<file path="src/rtl/tmps_pkg.sv">
// Shared types, constants and codes for the transmit mailbox priority selector.
package tmps_pkg;

   localparam int MAILBOX_DEPTH = 16;
   localparam int IDX_W         = (MAILBOX_DEPTH > 1) ? $clog2(MAILBOX_DEPTH) : 1;
   localparam int CNT_W         = $clog2(MAILBOX_DEPTH + 1);
   localparam int SLOT_W        = 4;
   localparam int CMP_W         = (CNT_W > SLOT_W) ? CNT_W : SLOT_W;
   localparam int ID_W          = 29;
   localparam int PRIO_W        = 3;
   localparam int DATA_W        = 64;
   localparam int LEN_W         = 4;
   localparam int NUM_BYTES     = DATA_W / 8;

   localparam logic [LEN_W-1:0] MAX_BYTES = LEN_W'(NUM_BYTES);

   localparam logic [1:0] OP_ADD     = 2'd0;
   localparam logic [1:0] OP_PUBLISH = 2'd1;
   localparam logic [1:0] OP_MARK    = 2'd2;
   localparam logic [1:0] OP_QUERY   = 2'd3;

   typedef struct packed {
      logic [1:0]        operation;
      logic [SLOT_W-1:0] slot;
      logic [ID_W-1:0]   can_id;
      logic [PRIO_W-1:0] priority_req;
      logic [DATA_W-1:0] payload;
      logic [LEN_W-1:0]  byte_count;
   } req_payload_type;

   typedef struct packed {
      logic              add_accepted;
      logic [SLOT_W-1:0] new_slot;
      logic              op_ignored;
      logic              pending_valid;
      logic [SLOT_W-1:0] pending_slot;
      logic [ID_W-1:0]   pending_can_id;
      logic [LEN_W-1:0]  pending_length;
      logic [DATA_W-1:0] pending_payload;
   } rsp_payload_type;

   typedef enum logic [1:0] {
      ST_IDLE,
      ST_SCAN,
      ST_LOAD
   } state_type;

   typedef struct packed {
      logic apply;
      logic scan_en;
      logic rsp_load;
   } ctrl_cmd_type;

   typedef struct packed {
      logic scan_last;
   } ctrl_status_type;

endpackage

</file>
<file path="src/rtl/tx_mailbox_priority_select.sv">
// Top level of the transmit mailbox priority selector: controller, datapath, checks.
//
//   Channel   Direction  Handshake               Beat
//   req_      in         req_valid / req_ready   req_payload_type, one operation
//   rsp_      out        rsp_valid / rsp_ready   rsp_payload_type, one result
//
// An accepted beat is applied to the mailbox table in its accept cycle. The
// selector then walks every mailbox of the table one mailbox per cycle, with
// the single shared compare in the scan, and then loads the result register
// once that register is free or rsp_ready is high.
// Reset empties the table and clears every pending flag at once; no sweep runs.
// The result register decouples the sides: a new request is taken while an
// earlier result still waits, and only the final load stalls on rsp_ready.
module tx_mailbox_priority_select (
   input  logic                      clock,
   input  logic                      reset,
   input  logic                      req_valid,
   output logic                      req_ready,
   input  tmps_pkg::req_payload_type req_payload,
   output logic                      rsp_valid,
   input  logic                      rsp_ready,
   output tmps_pkg::rsp_payload_type rsp_payload
);

   tmps_pkg::ctrl_cmd_type    cmd;
   tmps_pkg::ctrl_status_type status;

   tmps_ctrl u_ctrl (
      .clock     (clock),
      .reset     (reset),
      .req_valid (req_valid),
      .req_ready (req_ready),
      .rsp_valid (rsp_valid),
      .rsp_ready (rsp_ready),
      .status    (status),
      .cmd       (cmd)
   );

   tmps_datapath u_datapath (
      .clock       (clock),
      .reset       (reset),
      .req_payload (req_payload),
      .cmd         (cmd),
      .status      (status),
      .rsp_payload (rsp_payload)
   );

`ifndef ASSERT_OFF
   // After a beat is taken the block is busy scanning and takes no other.
   a_busy_after_accept : assert property (@(posedge clock) disable iff (reset)
      (req_valid && req_ready) |=> !req_ready)
      else $error("request taken while a scan was in progress");

   // An operation cannot be both an allocated add and an ignored update.
   a_flags_exclusive : assert property (@(posedge clock) disable iff (reset)
      rsp_valid |-> !(rsp_payload.add_accepted && rsp_payload.op_ignored))
      else $error("result flags add_accepted and op_ignored both set");

   // With nothing pending the selected mailbox fields read as zero.
   a_empty_zero : assert property (@(posedge clock) disable iff (reset)
      (rsp_valid && !rsp_payload.pending_valid) |->
      (rsp_payload.pending_slot == '0 && rsp_payload.pending_length == '0 &&
       rsp_payload.pending_payload == '0 && rsp_payload.pending_can_id == '0))
      else $error("selection fields nonzero with nothing pending");

   // A stored length never exceeds the eight-byte maximum.
   a_length_saturated : assert property (@(posedge clock) disable iff (reset)
      rsp_valid |-> (rsp_payload.pending_length <= tmps_pkg::MAX_BYTES))
      else $error("pending length above eight bytes");

   // The result register is loaded only at the end of a scan.
   a_load_after_scan : assert property (@(posedge clock) disable iff (reset)
      cmd.rsp_load |-> !cmd.scan_en && !cmd.apply)
      else $error("result load overlaps apply or scan");
`endif

endmodule

</file>
<file path="src/rtl/tmps_ctrl.sv">
// Controller state machine: accept, scan sequencing and result register handshake.
module tmps_ctrl (
   input  logic                     clock,
   input  logic                     reset,
   input  logic                     req_valid,
   output logic                     req_ready,
   output logic                     rsp_valid,
   input  logic                     rsp_ready,
   input  tmps_pkg::ctrl_status_type status,
   output tmps_pkg::ctrl_cmd_type    cmd
);

   tmps_pkg::state_type state_ff, state_in;
   logic rsp_valid_ff, rsp_valid_in;

   always_comb begin
      state_in = state_ff;
      case (state_ff)
         tmps_pkg::ST_IDLE: begin
            if (req_valid) state_in = tmps_pkg::ST_SCAN;
         end
         tmps_pkg::ST_SCAN: begin
            if (status.scan_last) state_in = tmps_pkg::ST_LOAD;
         end
         tmps_pkg::ST_LOAD: begin
            if (!rsp_valid_ff || rsp_ready) state_in = tmps_pkg::ST_IDLE;
         end
         default: begin
            state_in = tmps_pkg::ST_IDLE;
         end
      endcase
   end

   always_comb begin
      req_ready    = 1'b0;
      cmd.apply    = 1'b0;
      cmd.scan_en  = 1'b0;
      cmd.rsp_load = 1'b0;
      case (state_ff)
         tmps_pkg::ST_IDLE: begin
            req_ready = 1'b1;
            cmd.apply = req_valid;
         end
         tmps_pkg::ST_SCAN: begin
            cmd.scan_en = 1'b1;
         end
         tmps_pkg::ST_LOAD: begin
            cmd.rsp_load = !rsp_valid_ff || rsp_ready;
         end
         default: begin
            req_ready = 1'b0;
         end
      endcase
   end

   assign rsp_valid_in = cmd.rsp_load || (rsp_valid_ff && !rsp_ready);
   assign rsp_valid    = rsp_valid_ff;

   always_ff @(posedge clock) begin
      if (reset) begin
         state_ff     <= tmps_pkg::ST_IDLE;
         rsp_valid_ff <= 1'b0;
      end else begin
         state_ff     <= state_in;
         rsp_valid_ff <= rsp_valid_in;
      end
   end

endmodule

</file>
<file path="src/rtl/tmps_datapath.sv">
// Datapath: mailbox table, one-entry-per-cycle priority scan and result register.
module tmps_datapath (
   input  logic                      clock,
   input  logic                      reset,
   input  tmps_pkg::req_payload_type req_payload,
   input  tmps_pkg::ctrl_cmd_type    cmd,
   output tmps_pkg::ctrl_status_type status,
   output tmps_pkg::rsp_payload_type rsp_payload
);

   localparam int DEPTH = tmps_pkg::MAILBOX_DEPTH;

   logic [tmps_pkg::CNT_W-1:0]  count_ff, count_in;
   logic                        pending_ff [DEPTH];
   logic [tmps_pkg::ID_W-1:0]   ident_ff   [DEPTH];
   logic [tmps_pkg::PRIO_W-1:0] prio_ff    [DEPTH];
   logic [tmps_pkg::DATA_W-1:0] data_ff    [DEPTH];
   logic [tmps_pkg::LEN_W-1:0]  length_ff  [DEPTH];

   logic [tmps_pkg::IDX_W-1:0]  idx_ff, idx_in;
   logic                        found_ff, found_in;
   logic [tmps_pkg::IDX_W-1:0]  best_idx_ff;
   logic [tmps_pkg::PRIO_W-1:0] best_prio_ff;
   logic [tmps_pkg::ID_W-1:0]   best_ident_ff;
   logic [tmps_pkg::LEN_W-1:0]  best_length_ff;
   logic [tmps_pkg::DATA_W-1:0] best_data_ff;

   logic                        accepted_ff, accepted_in;
   logic [tmps_pkg::SLOT_W-1:0] new_slot_ff, new_slot_in;
   logic                        ignored_ff, ignored_in;
   tmps_pkg::rsp_payload_type   rsp_ff, rsp_in;

   logic [1:0]                  op;
   logic                        full, slot_ok, is_add, is_upd;
   logic                        do_add, do_pub, do_mark;
   logic [tmps_pkg::IDX_W-1:0]  add_idx, slot_idx;
   logic [tmps_pkg::LEN_W-1:0]  length_in;
   logic [tmps_pkg::DATA_W-1:0] data_in;
   logic                        scan_last, take;

   assign op       = req_payload.operation;
   assign full     = (count_ff == tmps_pkg::CNT_W'(DEPTH));
   assign slot_ok  = tmps_pkg::CMP_W'(req_payload.slot) < tmps_pkg::CMP_W'(count_ff);
   assign is_add   = (op == tmps_pkg::OP_ADD);
   assign is_upd   = (op == tmps_pkg::OP_PUBLISH) || (op == tmps_pkg::OP_MARK);
   assign do_add   = cmd.apply && is_add && !full;
   assign do_pub   = cmd.apply && (op == tmps_pkg::OP_PUBLISH) && slot_ok;
   assign do_mark  = cmd.apply && (op == tmps_pkg::OP_MARK) && slot_ok;
   assign add_idx  = tmps_pkg::IDX_W'(count_ff);
   assign slot_idx = tmps_pkg::IDX_W'(req_payload.slot);
   assign count_in = do_add ? count_ff + 1'b1 : count_ff;

   assign accepted_in = is_add && !full;
   assign new_slot_in = accepted_in ? tmps_pkg::SLOT_W'(count_ff) : '0;
   assign ignored_in  = is_upd && !slot_ok;

   // Byte count saturates, and bytes at or above it are stored as zero.
   always_comb begin
      length_in = (req_payload.byte_count > tmps_pkg::MAX_BYTES) ?
                  tmps_pkg::MAX_BYTES : req_payload.byte_count;
      for (int b = 0; b < tmps_pkg::NUM_BYTES; b++) begin
         data_in[b*8 +: 8] = (tmps_pkg::LEN_W'(b) < length_in) ?
                             req_payload.payload[b*8 +: 8] : 8'd0;
      end
   end

   always_ff @(posedge clock) begin
      if (reset) begin
         count_ff <= '0;
         for (int i = 0; i < DEPTH; i++) pending_ff[i] <= 1'b0;
      end else begin
         count_ff <= count_in;
         if (do_add)  pending_ff[add_idx]  <= 1'b0;
         if (do_pub)  pending_ff[slot_idx] <= 1'b1;
         if (do_mark) pending_ff[slot_idx] <= 1'b0;
      end
   end

   always_ff @(posedge clock) begin
      if (do_add) begin
         ident_ff[add_idx] <= req_payload.can_id;
         prio_ff[add_idx]  <= req_payload.priority_req;
      end
      if (do_pub) begin
         data_ff[slot_idx]   <= data_in;
         length_ff[slot_idx] <= length_in;
      end
   end

   // Scan one entry per cycle; strict less-than keeps the lowest slot on ties.
   assign scan_last = (idx_ff == tmps_pkg::IDX_W'(DEPTH - 1));
   assign take      = cmd.scan_en && pending_ff[idx_ff] &&
                      (!found_ff || (prio_ff[idx_ff] < best_prio_ff));
   assign status.scan_last = scan_last;

   always_comb begin
      idx_in   = idx_ff;
      found_in = found_ff;
      if (cmd.apply) begin
         idx_in   = '0;
         found_in = 1'b0;
      end else if (cmd.scan_en) begin
         idx_in = scan_last ? '0 : idx_ff + 1'b1;
         if (take) found_in = 1'b1;
      end
   end

   always_ff @(posedge clock) begin
      if (reset) begin
         idx_ff   <= '0;
         found_ff <= 1'b0;
      end else begin
         idx_ff   <= idx_in;
         found_ff <= found_in;
      end
   end

   always_ff @(posedge clock) begin
      if (take) begin
         best_idx_ff    <= idx_ff;
         best_prio_ff   <= prio_ff[idx_ff];
         best_ident_ff  <= ident_ff[idx_ff];
         best_length_ff <= length_ff[idx_ff];
         best_data_ff   <= data_ff[idx_ff];
      end
      if (cmd.apply) begin
         accepted_ff <= accepted_in;
         new_slot_ff <= new_slot_in;
         ignored_ff  <= ignored_in;
      end
      if (cmd.rsp_load) rsp_ff <= rsp_in;
   end

   always_comb begin
      rsp_in.add_accepted    = accepted_ff;
      rsp_in.new_slot        = new_slot_ff;
      rsp_in.op_ignored      = ignored_ff;
      rsp_in.pending_valid   = found_ff;
      rsp_in.pending_slot    = found_ff ? tmps_pkg::SLOT_W'(best_idx_ff) : '0;
      rsp_in.pending_can_id  = found_ff ? best_ident_ff : '0;
      rsp_in.pending_length  = found_ff ? best_length_ff : '0;
      rsp_in.pending_payload = found_ff ? best_data_ff : '0;
   end

   assign rsp_payload = rsp_ff;

endmodule
</file>
<file path="config.mk">
export PLATFORM = sky130hd
export DESIGN_NAME = tx_mailbox_priority_select
export DESIGN_NICKNAME = d
export VERILOG_FILES = /design/src/rtl/tmps_pkg.sv /design/src/rtl/tx_mailbox_priority_select.sv /design/src/rtl/tmps_ctrl.sv /design/src/rtl/tmps_datapath.sv
export SDC_FILE = /design/constraint.sdc
export NUM_CORES = 2
export LEC_CHECK = 0
export ABC_CLOCK_PERIOD_IN_PS = 10430
export BUFFER_PORTS_ARGS = -buffer_cell sky130_fd_sc_hd__buf_2
export CORE_AREA = 2 2 422 424
export DETAILED_ROUTE_END_ITERATION = 6
export DIE_AREA = 0 0 424 426
export RECOVER_POWER = 100
export SETUP_SLACK_MARGIN = 0.3
export SYNTH_ARGS = -nofsm -noshare
export SYNTH_HDL_FRONTEND = slang
export SYNTH_SLANG_ARGS = --single-unit
</file>
<file path="constraint.sdc">
create_clock -name clock -period 10.43 [get_ports clock]
set_clock_uncertainty 0.15 [all_clocks]
set_input_delay 0.5215 -clock clock [delete_from_list [all_inputs] [get_ports clock]]
set_output_delay 0.5215 -clock clock [all_outputs]
set_load 0.01 [all_outputs]
</file>
Word-level counts from Yosys, hierarchy flattened
Memory sizes are Yosys's and may differ from the RTL's. A register that Yosys moved wholly into a read port is not among the register bits.
Index checks and enable logic that the tools add are counted.
{"block": "totals", "register_bits": 134, "romBits": 0, "latch_bits": 0, "n_memories": 5, "ramBits": 1616, "wordCells": 115}
{"memory": "u_datapath.data_ff", "words": 16, "width": 64, "read_ports": 1, "rd_ports_with_merged_regs": 1, "write_ports": 1, "line_no": "tmps_datapath.sv:17", "source": "logic [tmps_pkg::DATA_W-1:0] data_ff [DEPTH];"}
{"memory": "u_datapath.ident_ff", "words": 16, "width": 29, "read_ports": 1, "rd_ports_with_merged_regs": 1, "write_ports": 1, "line_no": "tmps_datapath.sv:15", "source": "logic [tmps_pkg::ID_W-1:0] ident_ff [DEPTH];"}
{"memory": "u_datapath.length_ff", "words": 16, "width": 4, "read_ports": 1, "rd_ports_with_merged_regs": 1, "write_ports": 1, "line_no": "tmps_datapath.sv:18", "source": "logic [tmps_pkg::LEN_W-1:0] length_ff [DEPTH];"}
{"memory": "u_datapath.prio_ff", "words": 16, "width": 3, "read_ports": 1, "rd_ports_with_merged_regs": 1, "write_ports": 1, "line_no": "tmps_datapath.sv:16", "source": "logic [tmps_pkg::PRIO_W-1:0] prio_ff [DEPTH];"}
{"memory": "u_datapath.pending_ff", "words": 16, "width": 1, "read_ports": 1, "rd_ports_with_merged_regs": 1, "write_ports": 16, "line_no": "tmps_datapath.sv:14", "source": "logic pending_ff [DEPTH];"}
{"block": "classes", "order_cmp": 11, "muxes": 42, "div": 0, "add_sub_neg": 2, "shifts": 0, "reduce_logical": 27, "bitwise_logic": 1, "eq_ne": 9, "multipliers": 0}
{"operator": "8-bit 2-to-1 mux", "count": 8}
{"operator": "4-bit 2-to-1 mux", "count": 8}
{"operator": "1-bit 2-to-1 mux", "count": 22}
{"operator": "3-bit by 4-bit < comparator with 1-bit output, first input constant", "count": 4}
{"operator": "1-bit logical AND", "count": 11}
{"operator": "1-bit by 4-bit < comparator with 1-bit output, first input constant", "count": 2}
{"operator": "2-bit by 4-bit < comparator with 1-bit output, first input constant", "count": 2}
{"operator": "2-bit 2-to-1 mux", "count": 3}
{"operator": "2-bit case mux with 3 select lines", "count": 1}
{"operator": "5-bit by 1-bit adder with 5-bit output, second input constant", "count": 1}
{"operator": "5-bit equality test, second input constant", "count": 1}
{"operator": "1-bit logical NOT", "count": 5}
{"operator": "4-bit by 5-bit < comparator with 1-bit output", "count": 1}
{"operator": "4-bit by 1-bit adder with 4-bit output, second input constant", "count": 1}
{"operator": "2-bit by 1-bit equality test with 1-bit output, second input constant", "count": 2}
{"operator": "2-bit equality test, second input constant", "count": 2}
{"operator": "4-bit equality test, second input constant", "count": 1}
{"operator": "4-bit greater-than comparator, second input constant", "count": 1}
{"operator": "2-bit logical NOT", "count": 2}
{"operator": "1-bit logical OR", "count": 4}
{"operator": "2-bit by 1-bit != test with 1-bit output, second input constant", "count": 2}
{"operator": "3-bit < comparator", "count": 1}
{"operator": "3-bit AND reduction", "count": 1}
{"operator": "2-bit != test, second input constant", "count": 1}
{"operator": "other kinds (4)", "count": 5}

Longest topological paths before layout
{"block": "depth", "depth_word": 10, "depth_mapped": 9, "mapped_depth_nobuf": 7}

Hierarchy
A second synthesis with hierarchy kept.
{"block": "hier_totals", "hier_cells": 2902, "area_unflattened_um2": 69860.8}
{"mod": "tmps_datapath", "seq_area_each_um2": 55353.1, "area_each_um2": 69711.9, "cells_per_inst": 2886, "n_inst": 1}
{"mod": "tmps_ctrl", "seq_area_each_um2": 60.1, "area_each_um2": 148.9, "cells_per_inst": 16, "n_inst": 1}

Worst setup path after synthesis
Ideal clock, no wire load.
{"block": "synth_path", "path_kind": "reg-to-reg", "startpoint": "register with a tool-made name", "endpoint": "register u_datapath.best_data_ff[0] (netlist bit), read port of u_datapath.data_ff, enable pin", "path_slack_ns": 0.312, "required_time_ns": 9.586, "arrival_ns": 9.274, "synth_period_minus_slack_ns": 10.118, "path_stages_with_launch": 10, "cell_sequence": "dfxtp_1 > buf_2 > buf_2 > mux4_2 > mux4_2 > ha_1 > a21o_1 > a21oi_1 > o32ai_1 > nor3_1"}
{"element": "end, declared", "line_no": "tmps_datapath.sv:26", "source": "logic [tmps_pkg::DATA_W-1:0] best_data_ff;"}

Final worst setup path
{"block": "layout_path", "startpoint": "register u_ctrl.state_ff[1]", "endpoint": "memory u_datapath.data_ff[11][47] (netlist bit), enable pin"}
{"block": "layout_via", "elab_chain_cells": 6}
{"element": "start, declared", "line_no": "tmps_ctrl.sv:13", "source": "tmps_pkg::state_type state_ff, state_in;"}
{"element": "start signal, assigned", "line_no": "tmps_ctrl.sv:61", "source": "state_ff <= tmps_pkg::ST_IDLE;"}
{"element": "start signal, assigned", "line_no": "tmps_ctrl.sv:64", "source": "state_ff <= state_in;"}
{"element": "2-bit logical NOT", "line_no": "tmps_ctrl.sv:39", "source": "case (state_ff)"}
{"element": "1-bit 2-to-1 mux", "line_no": "tmps_ctrl.sv:39"}
{"element": "1-bit logical AND (2 in a row)", "line_no": "tmps_datapath.sv:47", "source": "assign do_pub = cmd.apply && (op == tmps_pkg::OP_PUBLISH) && slot_ok;"}
{"element": "1-bit 2-to-1 mux", "line_no": "tmps_datapath.sv:84", "source": "if (do_pub) begin"}
{"element": "1-bit 2-to-1 mux (implied by the code)", "line_no": "tmps_datapath.sv:85", "source": "data_ff[slot_idx] <= data_in;"}
{"element": "end, declared", "line_no": "tmps_datapath.sv:17"}
No other way between the ends.

==> results.yml <==
outcome:
  status: "complete, but fails checks"
  violations: "capacitance limit, slew limit"
cts:
  cts_root_buffer: "clkbuf_16"
  clk_path_buf_depth: 3
  cts_sinks: 1851
  htree_levels: 4
  cts_buffers: 184
  cts_tree: "done"
  clk_latency_ns: 0.81
  cts.reportedPaths.clkPinSlew_ns: 0.06
yosys:
  synth_ff_type: "edfxtp_1"
  avgSynthCellArea_um2: 23.9
  synthCells: 2931
  synth.area.top_cells: "edfxtp_1, mux4_2, and2_1, buf_6, nor2b_1"
  yosys.cell_types.count: 41
  syn-cell-area_mm2: 0.0701
  synth_warnings: 0
  yosysTopAreaCell: "edfxtp_1"
  synth_nets: 3054
  synth-edff-count: 1834
  ys_seq_area_share_pct: 79.0
  synth_top_area_share_pct: 78.5
  synth.ff_latch_count: 1851
  synthArstFlopShare_pct: 0
sta:
  setup-tns-final_ns: 0
  max_freq_mhz: 151
  worst_pin_slew_ns: 4.22
  hold_slack_ns: 0.0941
  finalCritPeriodShare_pct: 63.6
  relSlewSlack_pct: -181
  grt_setup_unrepaired: "no"
  slew_viol_final: 1537
  hold_viol_final: 0
  setup_viol: 0
  post-route-min-period_ns: 6.63
finish:
  nFillCells: 14700
  stdcell_area_mm2: 0.0800
  instances_no_fill: 5788
  areaGrowthSynthToFinish_pct: 14.1
  seq_area_mm2: 0.0554
  fin_nets: 3420
  multi_input_area_mm2: 0.0139
  drive_gt1_share_pct: 25.6
detailed_routing:
  drc: 0
  wl_per_cell_um: 27.9
  drt_pre_antenna_iters: 5
  drt_iter0_markers: 3037
  vias: 31200
  drt-total-wl_mm: 161
  detail-route-antenna-nets: 0
  vias_per_cell: 5.40
global_route:
  overflow: 0
  grt_use_total_pct: 17.9
  grt_pass1_wl_mm: 232
  antenna_found_initial: 10
  grt_start_max_net_pins: 140
  grt_pass1_vias: 32300
setup_path:
  arrival_ns: 6.92
  rr_worst_depth: 8
  endpoint_kind: "register"
  path_buf_inv: 4
  path_cells: "nor3b_1 > clkbuf_1 > o21a_1 > o211ai_1 > clkbuf_1 > nor3_1 > clkbuf_1 > buf_4"
  start_kind: "register"
  critPathTopFamily: "buffers and inverters"
  worstPathRequired_ns: 10.72
  cp_slowest_cell: "clkbuf_1"
  r2r-start: "u_ctrl.state_ff[1]$_SDFFE_PP0P_"
  ff2ff_setup_slack_ns: 3.80
  timing.rr.end: "u_datapath.data_ff[11][47]$_DFFE_PP_"
  critical_path.max_fanout: 43
  timing.critical_path.mode_cell: "clkbuf_1"
  cpPeakStageDelay_ns: 2.98
  worstSetupPathType: "reg -> reg"
die:
  rows: 154
  start_util_pct: 39.9
  io_pins: 220
  dieWidth_um: 424
  die_area_mm2: 0.181
  fp.dieH_um: 426
  core_mm2: 0.176
power_and_ir_drop:
  p_total_mw: 15.2
  power_density_mw_per_mm2: 191
  ir_drop_uv: 179
  leakage_nw: 24.1
place:
  gp_congestion: 0.743
  io_buffers: 219
  dp_hpwl_mm: 79.4
  placedCellCount: 5416
  dpl-instance-area_mm2: 0.0742
hold_path:
  holdPathStages: 4
  worstHoldStart: "req_payload[105]"
  holdPathEnd: "u_datapath.ignored_ff$_DFFE_PP_"
  hp-class: "in -> reg"
job:
  max_cap_viol_count: 45
==> kinds of logic (layout without fill, tap and decap cells) <==
logic type | after synthesis | in the layout | share of synthesized area, %
flops | 1851 | 1851 | 79.0
mux | 526 | 526 | 16.4
simple gates | 345 | 345 | 2.71
buf+inv | 160 | 673 | 1.33
compound gates | 31 | 31 | 0.291
fa+ha+maj | 13 | 13 | 0.232
xor+xnor | 5 | 5 | 0.0624
other cells | 0 | 4 | 0
==> power breakdown <==
group | internal [mW] | total (mW) | switching (mW)
registers | 8.22 | 8.24 | 0.0181
clock network | 3.74 | 6.56 | 2.83
logic | 0.182 | 0.444 | 0.262
total | 12.1 | 15.2 | 3.11
==> routing by layer <==
| layer | track usage, % | wire [um] | vias to the layer above |
|---|---|---|---|
| li1 | - | - | 13100 |
| met5 | 0 | 69 | - |
| met2 | 30.7 | 83600 | 963 |
| met4 | 4.92 | 3730 | 10 |
| met1 | 23.6 | 65300 | 16900 |
| met3 | 2.98 | 8820 | 245 |
==> worst max path at each step <==
stage | from | endpoint | slack (ns) | cells past startpoint
detailed placement | u_datapath.idx_ff[0]$_SDFFE_PP0N_ | u_datapath.best_data_ff[44]$_DFFE_PP_ | 6.36 | 4
floorplan | register | u_datapath.best_data_ff[0]$_DFFE_PP_ | 0.31 | 9
global placement | u_datapath.idx_ff[0]$_SDFFE_PP0N_ | u_datapath.best_data_ff[44]$_DFFE_PP_ | 6.40 | 4
global route | register | u_datapath.best_data_ff[62]$_DFFE_PP_ | 3.47 | 9
CTS | u_datapath.idx_ff[0]$_SDFFE_PP0N_ | u_datapath.best_data_ff[44]$_DFFE_PP_ | 6.33 | 4
finish | u_ctrl.state_ff[1]$_SDFFE_PP0P_ | u_datapath.data_ff[11][47]$_DFFE_PP_ | 3.80 | 8
==> sequential cells by signal (all words and copies together), names as in the netlist, 16 cells and up, named ones only <==
signal	flops
u_datapath.length_ff	64
u_datapath.pending_ff	16
u_datapath.data_ff	1024
u_datapath.rsp_payload	108
u_datapath.best_ident_ff	29
u_datapath.best_data_ff	64
u_datapath.prio_ff	48
u_datapath.ident_ff	464
==> worst register-to-register path: cells and delay by family, from the launching register on <==
kind,cells,cell delay (ns)
buffers and inverters,4,4.87
and+or+nand+nor,2,0.52
DFF,1,0.35
AOI/OAI and AO/OA,2,0.35
==> through the flow <==
stage | worst slack (ns) | util [%]
2_1_floorplan | 0.312 | -
3_3_place_gp | 6.40 | 42.2
3_5_place_dp | 6.36 | 42.2
4_1_cts | 6.33 | 45.8
5_1_grt | 3.47 | 45.5
6_report | 3.80 | 45.5
==> final cells by class <==
cell class              instances  share of cell area [%]
repair buffers                329                    2.16
diodes                          4                  0.0125
multi-input cells             920                    17.4
inverters                      11                  0.0516
clock inverters               108                    1.49
clock buffers                 225                    5.99
well taps                    2340                    3.66
flip-flops and latches       1851                    69.3
==> cell usage in the layout (no fill, tap or decap), drive strengths merged, types with 5 or more instances in the layout <==
cell	n
clkbuf	413
nand2	21
edfxtp	1834
nor4	5
nor2	68
dfxtp	17
buf	106
nor3	27
nand4	6
a21oi	13
and2	121
dlygate4sd3	35
bufinv	18
ha	13
inv	21
mux4	497
clkinv	77
nor2b	57
nand2b	24
mux2i	29
==> cells in the mapped netlist (2+ instances only) <==
cell	instances
a21oi_1	13
buf_6	42
xnor2_1	4
dfxtp_1	17
a22oi_1	2
nand3_1	4
a31oi_1	2
nor2_1	68
buf_1	21
nor2b_1	57
nand2_1	21
and3_1	4
clkbuf_1	74
nor3_1	27
buf_4	2
mux2i_1	29
buf_2	10
a211oi_1	3
edfxtp_1	1834
ha_1	13
o211ai_1	2
mux4_2	497
nor4_1	5
nand4_1	6
nand2b_1	24
and2_1	121
inv_1	11
a221oi_1	2
or2_2	4
==> what timing repair did <==
action	4_1_cts	5_1_grt
buffers inserted	0	0
hold endpoints to repair	520	0
resized for setup	0	0
hold buffers	35	0
Note: power is estimated with default switching activity, not from simulation.
